## src/hw/rtl/cbc_pkg.sv

```systemverilog
// ============================================================================
// Cartridge bank controller package
// Shared types, codes and constants for the cartridge bank controller.
// ============================================================================
`timescale 1ns / 1ps
`default_nettype none

package cbc_pkg;

    // Number of physical ROM address bits that can be reached.
    localparam int ROM_ADDR_BITS = 23;

    // First ROM offset that lies beyond the addressable ROM space.
    localparam logic [23:0] ROM_LIMIT = 24'(2 ** ROM_ADDR_BITS);

    // Reset values of the configuration registers.
    localparam logic [7:0]  MAPPER_CODE_RST = 8'h00;
    localparam logic [23:0] ROM_EXTENT_RST  = 24'h008000;

    // Configuration register indexes.
    localparam logic [1:0] CFG_MAPPER_CODE = 2'd0;
    localparam logic [1:0] CFG_ROM_EXTENT  = 2'd1;
    localparam logic [1:0] CFG_RAM_PRESENT = 2'd2;

    // Access kinds.
    localparam logic OP_READ  = 1'b0;
    localparam logic OP_WRITE = 1'b1;

    // Where an access lands.
    typedef enum logic [2:0] {
        TGT_NONE      = 3'd0,
        TGT_ROM_READ  = 3'd1,
        TGT_RAM_READ  = 3'd2,
        TGT_RAM_WRITE = 3'd3,
        TGT_READ_FF   = 3'd4,
        TGT_READ_00   = 3'd5,
        TGT_REG_WRITE = 3'd6
    } target_t;

    typedef struct packed {
        logic [7:0]  mapper_code;
        logic [23:0] rom_extent;
        logic        ram_present;
    } cfg_t;

    typedef struct packed {
        logic       ram_enable;
        logic [7:0] low_rom_bank;
        logic [3:0] upper_bank;
        logic       rom_bank_bit_eight;
        logic       advanced_mode;
    } bank_state_t;

    typedef struct packed {
        logic        opcode;
        logic [15:0] bus_address;
        logic [7:0]  write_byte;
    } item_t;

    typedef struct packed {
        target_t     target;
        logic [22:0] rom_address;
        logic [16:0] ram_address;
        logic [7:0]  ram_data;
    } result_t;

endpackage

`default_nettype wire

```

## src/hw/rtl/cartridge_bank_controller.sv

```systemverilog
// ============================================================================
// Cartridge bank controller
// Maps CPU bus accesses onto cartridge ROM and RAM under bank register rules.
// ============================================================================
// Usage:
// Each item on the slave stream is one CPU bus access: s_tuser carries the
// access kind (0 read, 1 write) and s_tdata the address and the write byte.
// Each accepted item produces exactly one item on the master stream that
// says where the access lands (m_tuser) and gives the physical ROM address,
// RAM address and RAM byte (m_tdata). Writes below 0x8000 update the bank
// registers; the next item already sees the new values.
// The configuration channel writes the cartridge type, the ROM size and the
// RAM presence flag; it is always ready and should be used only while no
// item is in flight.
// The item is captured in an input register on acceptance, mapped by short
// logic and captured in the result register, which presents it. One item is
// accepted in every cycle while the receiver takes results.
// When the receiver stalls, the result register holds, the input register
// fills, and s_tready drops until the result is taken.
// Reset clears both pipeline stages, returns the bank registers to bank 1
// with RAM disabled, and restores the configuration to type 0 with 32 KiB
// of ROM and no RAM.
// ============================================================================
`timescale 1ns / 1ps
`default_nettype none

module cartridge_bank_controller (
    input  wire logic        clk,
    input  wire logic        rst_n,

    // Bus access stream.
    input  wire logic        s_tvalid,
    output logic             s_tready,
    input  wire logic [23:0] s_tdata,   // [15:0] bus_address, [23:16] write_byte
    input  wire logic [0:0]  s_tuser,   // [0] opcode

    // Mapped access stream.
    output logic             m_tvalid,
    input  wire logic        m_tready,
    output logic [47:0]      m_tdata,   // [22:0] rom_address, [39:23] ram_address,
                                        // [47:40] ram_data
    output logic [2:0]       m_tuser,   // [2:0] target

    // Configuration writes.
    input  wire logic        cfg_valid,
    output logic             cfg_ready,
    input  wire logic [1:0]  cfg_index,
    input  wire logic [23:0] cfg_data
);

    cbc_pkg::cfg_t        cfg_reg;
    cbc_pkg::bank_state_t state_reg;
    cbc_pkg::bank_state_t state_next;
    cbc_pkg::item_t       item_reg;
    cbc_pkg::result_t     result_reg;
    cbc_pkg::result_t     result_next;
    logic                 in_valid_reg;
    logic                 out_valid_reg;
    logic                 advance;
    logic                 s_accept;

    // The input stage moves into the result stage whenever the result stage
    // is empty or is being drained in the same cycle.
    assign advance  = in_valid_reg && (!out_valid_reg || m_tready);
    assign s_tready = !in_valid_reg || advance;
    assign s_accept = s_tvalid && s_tready;

    assign cfg_ready = 1'b1;

    assign m_tvalid = out_valid_reg;
    assign m_tuser  = result_reg.target;
    assign m_tdata  = {result_reg.ram_data, result_reg.ram_address, result_reg.rom_address};

    cbc_map u_map (
        .item       (item_reg),
        .cfg        (cfg_reg),
        .state      (state_reg),
        .result     (result_next),
        .state_next (state_next)
    );

    // Configuration registers. Indexes past the list are ignored.
    always_ff @(posedge clk or negedge rst_n)
    begin
        if (!rst_n) begin
            cfg_reg.mapper_code <= cbc_pkg::MAPPER_CODE_RST;
            cfg_reg.rom_extent  <= cbc_pkg::ROM_EXTENT_RST;
            cfg_reg.ram_present <= 1'b0;
        end else if (cfg_valid && cfg_ready) begin
            case (cfg_index)
                cbc_pkg::CFG_MAPPER_CODE: cfg_reg.mapper_code <= cfg_data[7:0];
                cbc_pkg::CFG_ROM_EXTENT:  cfg_reg.rom_extent  <= cfg_data;
                cbc_pkg::CFG_RAM_PRESENT: cfg_reg.ram_present <= cfg_data[0];
                default:
                begin
                end
            endcase
        end
    end

    // Bank registers change only as an item passes through the mapper.
    always_ff @(posedge clk or negedge rst_n)
    begin
        if (!rst_n) begin
            state_reg.ram_enable         <= 1'b0;
            state_reg.low_rom_bank       <= 8'd1;
            state_reg.upper_bank         <= 4'd0;
            state_reg.rom_bank_bit_eight <= 1'b0;
            state_reg.advanced_mode      <= 1'b0;
        end else if (advance) begin
            state_reg <= state_next;
        end
    end

    // Pipeline valid bits.
    always_ff @(posedge clk or negedge rst_n)
    begin
        if (!rst_n) begin
            in_valid_reg  <= 1'b0;
            out_valid_reg <= 1'b0;
        end else begin
            if (s_accept) begin
                in_valid_reg <= 1'b1;
            end else if (advance) begin
                in_valid_reg <= 1'b0;
            end

            if (advance) begin
                out_valid_reg <= 1'b1;
            end else if (m_tready) begin
                out_valid_reg <= 1'b0;
            end
        end
    end

    // Payload registers.
    always_ff @(posedge clk)
    begin
        if (s_accept) begin
            item_reg.opcode      <= s_tuser[0];
            item_reg.bus_address <= s_tdata[15:0];
            item_reg.write_byte  <= s_tdata[23:16];
        end
        if (advance) begin
            result_reg <= result_next;
        end
    end

    // A stalled input item must still be waiting in the following cycle.
    assert property (@(posedge clk) disable iff (!rst_n)
        in_valid_reg && !advance |=> in_valid_reg)
        else $error("input item dropped while stalled");

    // Bank registers move only when an item is mapped.
    assert property (@(posedge clk) disable iff (!rst_n)
        !advance |=> $stable(state_reg))
        else $error("bank registers changed without an item");

    // Only ROM reads carry a ROM address.
    assert property (@(posedge clk) disable iff (!rst_n)
        out_valid_reg && (result_reg.target != cbc_pkg::TGT_ROM_READ)
            |-> (result_reg.rom_address == 23'd0))
        else $error("ROM address on a non-ROM result");

    // Only RAM writes carry a data byte.
    assert property (@(posedge clk) disable iff (!rst_n)
        out_valid_reg && (result_reg.target != cbc_pkg::TGT_RAM_WRITE)
            |-> (result_reg.ram_data == 8'd0))
        else $error("RAM data on a result that is not a RAM write");

endmodule

`default_nettype wire

```

## src/hw/rtl/cbc_map.sv

```systemverilog
// ============================================================================
// Cartridge bank mapper
// Maps one bus access to a ROM or RAM address and computes the next
// banking register values.
// ============================================================================
`timescale 1ns / 1ps
`default_nettype none

module cbc_map (
    input  cbc_pkg::item_t       item,
    input  cbc_pkg::cfg_t        cfg,
    input  cbc_pkg::bank_state_t state,
    output cbc_pkg::result_t     result,
    output cbc_pkg::bank_state_t state_next
);

    logic        kind_one;
    logic        kind_one_banked;
    logic        kind_three;
    logic        kind_five;
    logic [15:0] addr;
    logic [7:0]  v;
    logic [8:0]  rom_bank;
    logic [22:0] rom_off;
    logic [3:0]  ram_bank;
    logic [16:0] ram_off;
    logic [7:0]  bank_masked;

    assign addr = item.bus_address;
    assign v    = item.write_byte;

    always_comb
    begin
        kind_one        = cfg.mapper_code inside {[8'h00 : 8'h03]};
        kind_one_banked = cfg.mapper_code inside {[8'h01 : 8'h03]};
        kind_three      = cfg.mapper_code inside {[8'h0F : 8'h13]};
        kind_five       = cfg.mapper_code inside {[8'h19 : 8'h1E]};
    end

    // ROM offset: the bank sits above the 14-bit offset within a 16 KiB bank.
    always_comb
    begin
        if (!addr[14]) begin
            rom_bank = (state.advanced_mode && kind_one) ? {state.upper_bank, 5'b0} : 9'd0;
        end else if (kind_one) begin
            rom_bank = {1'b0, state.low_rom_bank} | {state.upper_bank, 5'b0};
        end else if (kind_five) begin
            rom_bank = {state.rom_bank_bit_eight, state.low_rom_bank};
        end else begin
            rom_bank = {1'b0, state.low_rom_bank};
        end
        rom_off = {rom_bank, addr[13:0]};
    end

    // RAM offset: an 8 KiB bank; simple mode on banked first-kind types pins it to zero.
    always_comb
    begin
        ram_bank = (kind_one_banked && !state.advanced_mode) ? 4'd0 : state.upper_bank;
        ram_off  = {ram_bank, addr[12:0]};
    end

    always_comb
    begin
        result             = '0;
        result.target      = cbc_pkg::TGT_NONE;
        state_next         = state;
        bank_masked        = 8'd0;

        if (item.opcode == cbc_pkg::OP_READ) begin
            if (!addr[15]) begin
                if (({1'b0, rom_off} < cfg.rom_extent) &&
                    ({1'b0, rom_off} < cbc_pkg::ROM_LIMIT)) begin
                    result.target      = cbc_pkg::TGT_ROM_READ;
                    result.rom_address = rom_off;
                end else begin
                    result.target = cbc_pkg::TGT_READ_FF;
                end
            end else if (addr[15:13] == 3'b101) begin
                if (!state.ram_enable) begin
                    result.target = cbc_pkg::TGT_READ_FF;
                end else if (kind_three && state.upper_bank[3]) begin
                    // Clock register selected instead of a RAM bank.
                    result.target = cbc_pkg::TGT_READ_00;
                end else if (cfg.ram_present) begin
                    result.target      = cbc_pkg::TGT_RAM_READ;
                    result.ram_address = ram_off;
                end else begin
                    result.target = cbc_pkg::TGT_READ_FF;
                end
            end
        end else begin
            if (!addr[15]) begin
                result.target = cbc_pkg::TGT_REG_WRITE;
                case (addr[14:13])
                    2'b00:
                    begin
                        state_next.ram_enable = (v[3:0] == 4'hA);
                    end
                    2'b01:
                    begin
                        if (kind_one) begin
                            bank_masked = {3'b0, v[4:0]};
                            state_next.low_rom_bank = (bank_masked == 8'd0) ? 8'd1 : bank_masked;
                        end else if (kind_three) begin
                            bank_masked = {1'b0, v[6:0]};
                            state_next.low_rom_bank = (bank_masked == 8'd0) ? 8'd1 : bank_masked;
                        end else if (kind_five) begin
                            if (!addr[12]) begin
                                state_next.low_rom_bank = v;
                            end else begin
                                state_next.rom_bank_bit_eight = v[0];
                            end
                        end
                    end
                    2'b10:
                    begin
                        if (kind_one) begin
                            state_next.upper_bank = {2'b0, v[1:0]};
                        end else if (kind_three || kind_five) begin
                            state_next.upper_bank = v[3:0];
                        end
                    end
                    default:
                    begin
                        if (kind_one) begin
                            state_next.advanced_mode = v[0];
                        end
                    end
                endcase
            end else if (addr[15:13] == 3'b101) begin
                if (state.ram_enable && cfg.ram_present) begin
                    result.target      = cbc_pkg::TGT_RAM_WRITE;
                    result.ram_address = ram_off;
                    result.ram_data    = v;
                end
            end
        end
    end

endmodule

`default_nettype wire

```

## config.mk

```make
export PLATFORM = sky130hd
export DESIGN_NAME = cartridge_bank_controller
export DESIGN_NICKNAME = d
export VERILOG_FILES = /design/src/hw/rtl/cbc_pkg.sv /design/src/hw/rtl/cartridge_bank_controller.sv /design/src/hw/rtl/cbc_map.sv
export SDC_FILE = /design/constraint.sdc
export NUM_CORES = 1
export LEC_CHECK = 0
export ABC_AREA = 1
export ABC_CLOCK_PERIOD_IN_PS = 3400
export BUFFER_PORTS_ARGS = -buffer_cell sky130_fd_sc_hd__buf_2
export CELL_PAD_IN_SITES_DETAIL_PLACEMENT = 2
export CELL_PAD_IN_SITES_GLOBAL_PLACEMENT = 2
export CORE_MARGIN = 4
export CORE_UTILIZATION = 34
export CTS_CLUSTER_SIZE = 30
export DETAILED_ROUTE_END_ITERATION = 8
export PLACE_DENSITY_LB_ADDON = 0.1
export SLEW_MARGIN = 20
export SYNTH_ARGS = -nofsm -noshare
export SYNTH_HDL_FRONTEND = slang
export SYNTH_SLANG_ARGS = --single-unit
export TNS_END_PERCENT = 100
```

## constraint.sdc

```tcl
create_clock -name clk -period 3.4 [get_ports clk]
set_input_delay 0.17 -clock clk [delete_from_list [all_inputs] [get_ports clk]]
set_output_delay 0.17 -clock clk [all_outputs]
set_load 0.01 [all_outputs]
```

# [Yosys cells after proc, flatten, opt, wreduce, memory -nomap -nowiden]
# Index checks and enable logic that the tools add are counted.
[word_totals] register_bits=126 output_inout_bits=54 elab_cells=109
[op_classes] order_cmp=8 n_eq_ne=7 n_mux=36 n_bitwise=6 reduce_logical=35
[ops] cell="17-bit two-way mux" n=6
[ops] cell="25-bit two-way mux" n=3
[ops] cell="9-bit two-way mux" n=4
[ops] cell="8-bit two-way mux" n=4
[ops] cell="23-bit by 24-bit < comparator with 1-bit output" n=1
[ops] cell="3-bit two-way mux" n=8
[ops] cell="8-bit by 1-bit greater-or-equal comparator with 1-bit output (second input constant)" n=2
[ops] cell="8-bit by 5-bit less-or-equal comparator with 1-bit output (second input constant)" n=2
[ops] cell="4-bit two-way mux" n=3
[ops] cell="1-bit logical AND" n=10
[ops] cell="5-bit AND reduction" n=2
[ops] cell="8-bit by 9-bit bitwise OR with 9-bit output" n=1
[ops] cell="8-bit by 4-bit greater-or-equal comparator with 1-bit output (second input constant)" n=1
[ops] cell="8-bit by 5-bit greater-or-equal comparator with 1-bit output (second input constant)" n=1
[ops] cell="8-bit by 2-bit less-or-equal comparator with 1-bit output (second input constant)" n=1
[ops] cell="4-bit AND reduction" n=2
[ops] cell="8-bit AND reduction" n=1
[ops] cell="7-bit logical NOT" n=1
[ops] cell="7-bit two-way mux" n=1
[ops] cell="2-bit AND reduction" n=3
[ops] cell="6-bit AND reduction" n=1
[ops] cell="2-bit nonzero test" n=3
[ops] cell="3-bit OR reduction" n=2
[ops] cell="5-bit logical NOT" n=1
[ops] cell="other kinds (13)" n=28

# [Logic depth before layout (Yosys ltp)]
# Gate-level depths: netlist of run 1.
[logic_depth] ltp_word=10 mapped_depth=19 ltp_nobuf=19

# [Cells and area by module]
# Synthesis of run 1 repeated with hierarchy kept, for this count alone.
[unflattened] hier_cells=672 area_unflattened_um2=6103.4
[by_module_without_submodules] mod="cartridge_bank_controller" n_inst=1 cells_per_inst=302 area_per_inst_um2=4339.2 seq_area_each_um2=3535.9
[by_module_without_submodules] mod="cbc_map" n_inst=1 cells_per_inst=370 area_per_inst_um2=1764.2 seq_area_each_um2=0.0

# [Worst setup path after synthesis of run 1]
# Ideal clock, no wire load.
[synth_timing] path_type="register -> register" from="reg item_reg[22] in the netlist's numbering" to="reg result_reg (netlist bit m_tuser[0]), data pin" setup_ns=0.256 arrival_ns=2.189 t_required_ns=3.144 slack_ns=0.955 stages_incl_launch_ff=18 cell_sequence="edfxtp_1 -> buf_2 -> inv_2 -> clkbuf_1 -> o21ai_0 -> nand2_1 -> inv_1 -> ha_1 -> nand2_1 -> inv_1 -> nand2_1 -> nor2_1 -> o21ai_0 -> nand2_1 -> nor2_1 -> nand3_1 -> buf_2 -> nand2_1"
[synth_rtl] item="from (decl)" line="cartridge_bank_controller.sv:54" rtl="cbc_pkg::item_t item_reg;"
[synth_rtl] item="to (signal assigned)" line="cartridge_bank_controller.sv:145" rtl="result_reg <= result_next;"
[synth_rtl] item="to (decl)" line="cartridge_bank_controller.sv:55" rtl="cbc_pkg::result_t result_reg;"

# [Worst setup path in the final report of run 1]
[layout_timing] from="reg cfg_reg[27] in the netlist's numbering" to="reg result_reg (netlist bit m_tdata[0]), data pin"
[layout_via] elab_chain_cells=8 word_cells_on_any_way=14 classes_between="order compare (5); mux (4); bitwise (1); reduce/logical (4)"
[layout_rtl] item="from (decl)" line="cartridge_bank_controller.sv:51" rtl="cbc_pkg::cfg_t cfg_reg;"
[layout_rtl] item="8-bit by 5-bit greater-or-equal comparator with 1-bit output, or another cell as far along" line="cbc_map.sv:37" rtl="kind_five = cfg.mapper_code inside {[8'h19 : 8'h1E]};"
[layout_rtl] item="1-bit logical AND (on tied branches)" line="cbc_map.sv:37, cbc_map.sv:34"
[layout_rtl] item="9-bit two-way mux / 1-bit logical AND (equally long branches)" line="cbc_map.sv:47, cbc_map.sv:44"
[layout_rtl] item="9-bit two-way mux (on tied branches)" line="cbc_map.sv:45, cbc_map.sv:44"
[layout_rtl] item="9-bit two-way mux (*)" line="cbc_map.sv:43" rtl="if (!addr[14]) begin"
[layout_rtl] item="via u_map.rom_bank[8]" line="cbc_map.sv:23" rtl="logic [8:0] rom_bank;"
[layout_rtl] item="23-bit by 24-bit < comparator with 1-bit output (*)" line="cbc_map.sv:71" rtl="if (({1'b0, rom_off} < cfg.rom_extent) &&"
[layout_rtl] item="1-bit inverter (no line) (*)"
[layout_rtl] item="3-bit OR reduction (no line) (*)"
# The timed path passes the listed nets; every way through them passes the cells marked *.
# A chain may end at the register's enable or synchronous reset.

==> results of run 1 <==
-- synthesized netlist by cell type (2+ instances only) --
cell type / count
nand2_1: 128
a21oi_1: 23
ha_1: 22
nand4_1: 12
buf_2: 4
dfstp_2: 2
nor2_4: 2
o21ai_0: 25
nor2_1: 87
buf_4: 2
nand3_2: 2
nand3_1: 15
a21o_1: 2
dfrtp_1: 48
inv_2: 3
o21ai_1: 4
edfxtp_1: 76
inv_1: 96
clkbuf_1: 6
nor3_1: 4
-- metrics by stage --
stage / std cells / hold WS [ns] / util [%]
floorplan: 576 / -0.126 / -
global placement: 895 / 0.318 / 40.1
detailed placement: 895 / 0.338 / 40.1
CTS: 954 / 0.00397 / 45.2
global route: 954 / 0.0208 / 45.2
finish: 954 / 0.0159 / 45.2
-- critical path: cells and delay by family, from the launching register on --
family,cells,cell delay (ns)
AND/OR/NAND/NOR,13,1.37
flip-flops,1,0.40
buffers and inverters,3,0.31
adder cells (fa/ha/maj),1,0.29
AO/OA/AOI/OAI,1,0.15
-- cell families (layout without fill, tap and decap cells) --
| kind of cell | after synthesis | count (layout) | synth area share (%) |
|---|---|---|---|
| flops | 126 | 126 | 62.7 |
| fa+ha+maj | 22 | 22 | 4.88 |
| compound gates | 57 | 57 | 5.42 |
| buf+inv | 112 | 274 | 7.68 |
| simple gates | 258 | 258 | 19.2 |
| other cells | 1 | 1 | 0.0665 |
-- final cells by class --
type	count	area, um^2	share of cell area, %
sequential	126	3540	48.8
clock inverter	7	38.8	0.535
inverter	99	372	5.13
tap	216	270	3.73
multi-input combinational	338	1670	23.0
timing repair buffer	143	871	12.0
clock buffer	25	495	6.83
-- worst max path at each step --
stage	startpoint	end	slack [ns]	cells past startpoint
floorplan	item_reg[22]	m_tuser[0]	0.96	17
detailed placement	cfg_reg[27]	m_tuser[0]	0.62	18
global route	cfg_reg[28]	m_tdata[0]	0.33	18
CTS	cfg_reg[27]	m_tdata[0]	0.56	18
finish	cfg_reg[27]	m_tdata[0]	0.63	18
global placement	cfg_reg[26]	m_tuser[0]	0.85	18
-- power by group --
part	leakage [nW]	internal, W	switching [W]	total (W)
clock	0.260	0.00100	0.000639	0.00164
sequential	1.36	0.00186	0.000113	0.00197
combinational	1.98	0.000246	0.000453	0.000700
-- layer usage --
metal	GRT usage, %	wire length (um)	part of all wire [%]	up-vias
met5	0	0	0	-
met4	4.20	119	0.73	0
met3	3.79	722	4.4	10
met2	31.6	8020	49	101
met1	23.2	7370	45	2162
li1	-	-	-	2143
==> results summary, run 1 <==
The synthesized netlist contains 33 unique library cells. The count of buffers added on input and output ports is 108. The minimum period implied by the final worst setup slack came out at 2.77 ns.

The ratio of total power to cell area came out at 595 mW/mm^2. The commonest non-fill, non-tap cell in the layout is nand2_1. The initial antenna violation count was 0.

After detailed routing, the number of vias per cell comes to between 4 and 5. The number of hold violations in the final report came out at 0. The post-CTS setup-driven buffer insertion count is 0. The die is approximately 140 um tall. In this run the remaining antenna-violating nets after routing total 0. In this run the critical register-to-register path is launched from cfg_reg[27].

The run finished with clean final reports. In this run the static leakage power is ~3.6 nW. From left edge to right edge, the die measures 137 um.

In this run the cell area measured after placement is roughly 0.0064 mm^2. The endpoint arrival time on the critical path came out at 2.93 ns. The clock arrives with between 0.008 and 0.009 ns of skew.

The clock tree from TritonCTS is built. Clock tree synthesis selected as its root buffer the cell clkbuf_16. The count of endpoints failing setup in the final report is 0. The flip-flop and latch count after synthesis came out at ~130. Setup repair after global routing left no endpoint under its margin. The start point of the worst hold path is cfg_data[15].

The CTS buffer count is 17. The maximum number of pins on one net before global-route repair is just under 50. The signed area change from the synthesized netlist to the final layout came out at 28.6%. The number of global-route vias before repair came out at 4964. The headroom to the max-slew limit came out at a little over two fifths.

The peak per-stage delay on the critical path is approximately 0.40 ns. The critical-path cell with the highest stage delay is dfrtp_1. The worst hold path terminates at cfg_reg[16]. The first global-routing pass estimated 25900 um of wire. The post-route netlist has between 20% and 30% of its cells at a drive strength greater than 1. The sequential-to-total area share from yosys stat came out at 62.7%. The deepest level of the CTS H-tree came out at 4. The maximum ir drop on the vdd rail came out at about 0.33 mV. The final global-route overflow total came out at 0. In the layout the commonest cells are nand2_1, buf_2, inv_1. The antenna diode instance count came out at 0. For this design, the CTS-stage hold fixing added 27 buffers. The setup check on the worst reg-to-reg path leaves a slack of approximately 0.63 ns. At the end of routability-driven placement, the weighted congestion stood at approximately 0.8. The insertion delay of the later-clocked pin in the worst-skew pair came out at between 0.4 and 0.5 ns. The count of yosys warnings during synthesis came out at 0. The largest buffer count on any clock path is 2.

The number of design rule violations left after detail routing is 0. The number of instances resized during post-cts repair came out at 0. The total chip power is 0.00431 W. Pin placement for this block handled 110 I/O pins. The count of clock tree sinks came out at 126. The number of nets in the synthesized netlist came out at ~650. The core outline area is about 0.016 mm^2. The initial cell density of the core came out at 35.1%. The fmax is approximately 360 MHz. Averaged over all synthesized cells, the footprint is ~9.8 um^2. The worst-case setup slack after placement came out at a little over 0.6 ns.

Before antenna repair, the detailed router went through 5 iterations. The max-capacitance violation count came out at 0. The clock-pin transition on the worst setup and hold timing paths came out at around 0.060 ns. The routed length per instance is between 15 and 20 um. The worst setup path is launched from a flip-flop. The max-slew violation count is 0. The critical path data required time came out at ~3.6 ns. The filler cells instantiated in the layout total ~1700. The initial DRC count is 183.

The number of placement rows came out at 46. Global routing consumed, over all layers together, a little under a fifth of the routing resources. Counting cells, the worst reg-to-reg path comes to 18.

The final clock period utilization by the worst path is between 80% and 90%. For this run, the leading register cell type out of synthesis is edfxtp_1. The total wire length after detailed routing is 16200 um. The destination of the worst register-to-register timing path is m_tdata[0].

The mapped cell area is 0.00564 mm^2. The cell depth of the worst min-delay path came out at 3. After routing, the total negative slack on setup checks comes to 0 ns. Among the stages of the critical path, the cell type that occurs most often is nor2_1. In this run the worst hold path is classified as in2reg.

The estimated wirelength of the detail-placed design is 11900 um. The die area came out at between 0.015 and 0.02 mm^2. The slew at the pin with the worst max-slew slack came out at 0.869 ns. The synthesized design contains 76 enable-type register cells. The register with the most flip-flops in the layout has 48 of them. The total via count in the routed design came out at between 4000 and 5000.

STA classifies the critical path endpoint as a flip-flop. The critical path goes through nand2_1 -> nor2_1 -> nor2_1 -> nand2_2 -> inv_1 -> nand2_1 -> nand3_1 -> nand2_1 -> inv_1 -> ha_1 -> nand4_1 -> nor2_1 -> o21ai_0 -> nand2_1 -> nor2_1 -> nand3_1 -> buf_4 -> nor2_1. The gate count of the mapped netlist is 576. By startpoint and endpoint, the worst setup path is classified as reg2reg. The post-layout instance area came out at just over 0.007 mm^2. The total number of nets in the final design is ~800. The biggest fanout along the worst timing path is 12. edfxtp_1 takes more of the synthesized area than any other cell. Sorting the synthesized cells by area gives the leading types as edfxtp_1, dfrtp_1, nand2_1. The post-route worst setup slack is ~0.63 ns. The portion of synthesized cell area occupied by the leading cell type came out at between 40% and 50%. The share of flip-flops with an asynchronous set or reset is a little under 40%.
No activity file was read; power rests on OpenSTA's default activity.
==> inputs of run 2 (changes only) <==
--- a/config.mk
+++ b/config.mk
@@ -6,12 +6,12 @@
 export NUM_CORES = 1
 export LEC_CHECK = 0
 export ABC_AREA = 1
-export ABC_CLOCK_PERIOD_IN_PS = 3400
+export ABC_CLOCK_PERIOD_IN_PS = 2500
 export BUFFER_PORTS_ARGS = -buffer_cell sky130_fd_sc_hd__buf_2
 export CELL_PAD_IN_SITES_DETAIL_PLACEMENT = 2
 export CELL_PAD_IN_SITES_GLOBAL_PLACEMENT = 2
 export CORE_MARGIN = 4
-export CORE_UTILIZATION = 34
+export CORE_UTILIZATION = 31
 export CTS_CLUSTER_SIZE = 30
 export DETAILED_ROUTE_END_ITERATION = 8
 export PLACE_DENSITY_LB_ADDON = 0.1
==> constraint.sdc (replaced) <==
create_clock -name clk -period 2.5 [get_ports clk]
set_input_delay 0.125 -clock clk [delete_from_list [all_inputs] [get_ports clk]]
set_output_delay 0.125 -clock clk [all_outputs]
set_load 0.01 [all_outputs]
==> results summary, run 2 (synthesis results as in run 1) <==
Cells with a size suffix above 1 make up around 31% of the layout. The number of placement rows came out at a little under 50. The initial DRC count is 112. The cell count after placement came out at between 900 and 1000. Summed over all nets, the switching power comes to between 0.0015 and 0.002 W. The max-capacitance violation count is 0. The CTS buffer count is 17. The share of total power consumed by net switching came out at between 20 and 30%.

The all-layer global routing usage is a little under a fifth. Overall power consumption after layout is estimated at ~0.0063 W. The most numerous cell type found on the critical path is nand2_2. The worst pin sits at a relative slew slack of approximately 54%. In this run the tool buffered the top-level ports with between 100 and 150 buffer cells.

The minimum period implied by the final worst setup slack is around 2.7 ns. After clock tree synthesis, the clock-pin slew on the worst setup and hold paths is around 0.05 ns. The count of placed standard cells in the final layout, fillers left out is just over 1000. The critical path is of the reg2reg type.

The initial cell density of the core came out at approximately a third. The number of hold violations in the final report came to 0. The storage element area came out at 0.00354 mm^2.

In this design, the largest share of critical-path delay is due to simple AND/OR/NAND/NOR gates. Per report_power, the combinational group accounts for 19.3% of the total. The repair_antennas step left the layout with diodes totalling 0. Internal power comes to 0.00455 W. The max-slew violation count came out at 0. The area of combinational cells with multiple inputs came out at 0.00187 mm^2. The depth of the worst register-to-register path came out at 18. Summed over all layers, the routed wires come to 18000 um. The post-route worst setup slack is -0.168 ns. The initial antenna violation count came to 0.

The number of logic stages on the critical path including buffering came out at 18. The tightest min-delay check is of the in2reg type. STA classifies the critical path startpoint as a flip-flop. The biggest fanout along the worst timing path is 5. The ratio of total power to cell area came out at a little under 800 mW/mm^2.

The peak per-stage delay on the critical path is 0.40 ns. The per-cell via count in the routed design is approximately 4.6. The clock tree from TritonCTS is built. The total number of nets in the final design is between 800 and 900. The floorplan die height is roughly 140 um. The core outline area came out at 0.0179 mm^2. The cell depth of the worst min-delay path is 3. From synthesis to final layout, the design area changed by 42.9%. The maximum ir drop on the vdd rail came out at between 0.4 and 0.5 mV. Setup repair after global routing could not meet its margin everywhere. The H-tree generated during clock tree synthesis spans 4 levels. The final global-route overflow total is 0. The leakage component of the power came out at around 3.9 nW. The critical path data required time is 2.68 ns. The number of top-level design ports is 110. The largest buffer count on any clock path came out at 2. The final clock skew is a little under 0.009 ns.

The floorplan step defined a die boundary enclosing 0.0204 mm^2. In the final routed layout, each cell accounts on average for approximately 18 um. The global placer's final weighted congestion came out at between 0.7 and 0.8.

The fmax came out at between 300 and 400 MHz. The number of iterations in the first detailed-routing pass is 4. The estimated wirelength of the detail-placed design is ~12000 um. The remaining antenna violation count is 0. From left edge to right edge, the die measures 143 um. The top cell types in the final layout, fill and taps aside, are nand2_1, buf_2, inv_1. The commonest non-fill, non-tap cell in the layout is nand2_1.

In this run the clock root is driven by a clkbuf_16. The critical path capture point type is a flip-flop. The flow ran to the end, but the final reports show violations. Before CTS, the worst setup slack after placement is -0.217 ns.

Setup violations remaining at the end of the flow were counted as 30. The total via count in the routed design is about 4700. The number of flip-flops in the largest register came out at 48. The final clock period utilization by the worst path came out at 107%. The maximum number of pins on one net before global-route repair is 49.

The number of design rule violations left after detail routing came out at 0. The critical path contains buffers and inverters numbering 3 combined. The slew at the pin with the worst max-slew slack is roughly 0.70 ns. The count of clock tree sinks came out at approximately 130.

Traced cell by cell, the critical path runs through or2_1 -> nand2_2 -> nand2_2 -> nand2_2 -> inv_2 -> nand2_2 -> nand3_2 -> nand2_2 -> inv_2 -> ha_4 -> nand4_1 -> nor2_2 -> nand2_1 -> nor2_2 -> nand2_2 -> nand3_4 -> clkbuf_16 -> nor2_1. The placed instance area is approximately 0.0066 mm^2. The post-layout instance area came out at slightly above 0.008 mm^2. The filler cells instantiated in the layout total ~1900. Clock latency on the worst-skew pair, taken at its later pin, is 0.43 ns. The aggregate negative setup slack is -3.84 ns. The share of total power in sequential cells is 42.4%.

The checks that failed: negative setup slack. The clock network burns a little under two fifths of the power. The first global-routing pass estimated roughly 28000 um of wire. The number of global-route vias before repair is about 5300. The slowest stage of the critical path belongs to the cell dfrtp_1.

Data arrives at the worst endpoint at approximately 2.9 ns.
[run 2: final cells by class]
| cell class | count | share of cell area [%] |
|---|---|---|
| Clock buffer | 23 | 5.93 |
| Timing Repair Buffer | 202 | 17.7 |
| Tap cell | 229 | 3.56 |
| Inverter | 99 | 4.61 |
| Clock inverter | 8 | 1.12 |
| Sequential cell | 126 | 43.9 |
| Multi-Input combinational cell | 338 | 23.2 |
[run 2: worst paths after layout]
kind / startpoint / endpoint / slack (ns)
setup / recovery: cfg_reg[26] / m_tdata[11] / -0.17
hold / removal: cfg_data[2] / cfg_reg[27] / 0.007
setup reg to reg: cfg_reg[26] / m_tdata[11] / -0.17
hold reg to reg: state_reg[6] / state_reg[6] / 0.47
max in group asynchronous: rst_n / state_reg[6] / 1.47
min in group asynchronous: rst_n / cfg_reg[9] / 0.29
[run 2: power by group through the flow]
| stage | Sequential (W) | Clock [W] | Combinational (W) |
|---|---|---|---|
| detailed placement | 0.00271 | 0 | 0.00101 |
| finish | 0.00268 | 0.00241 | 0.00122 |
| floorplan | 0.00273 | 0 | 0.000497 |
| global placement | 0.00270 | 0 | 0.000956 |
| CTS | 0.00268 | 0.00247 | 0.00114 |
| global route | 0.00272 | 0.00257 | 0.00137 |
[run 2: metrics by stage]
| step | utilization, % | hold WS, ns |
|---|---|---|
| after global routing | 45.0 | 0.0150 |
| after floorplan | - | -0.171 |
| after CTS | 43.7 | 0.000683 |
| after global placement | 36.9 | 0.198 |
| final | 45.0 | 0.00745 |
| after detailed placement | 36.9 | 0.209 |
[run 2: worst min-delay path: stages]
cell and delay [ns]:
buf_2 0.09, inv_1 0.08, o21ai_0 0.09
[run 2: timing repair]
item | CTS | global route
endpoints found under the setup margin | 24 | 38
gates cloned | 1 | 1
gates resized for setup | 28 | 49
pin swaps | 2 | 13
buffers inserted | 14 | 6
hold buffers | 47 | 0
hold endpoints to repair | 70 | 0
[run 2: layer usage]
layer  up-vias  GRT usage, %  wire [um]  share of wire, %
met5         -             0          0                 0
met4         0          5.40        213               1.2
met3        18          3.78        555               3.1
met2        79          31.6       9180                51
met1      2321          23.0       8030                45
li1       2267             -          -                 -
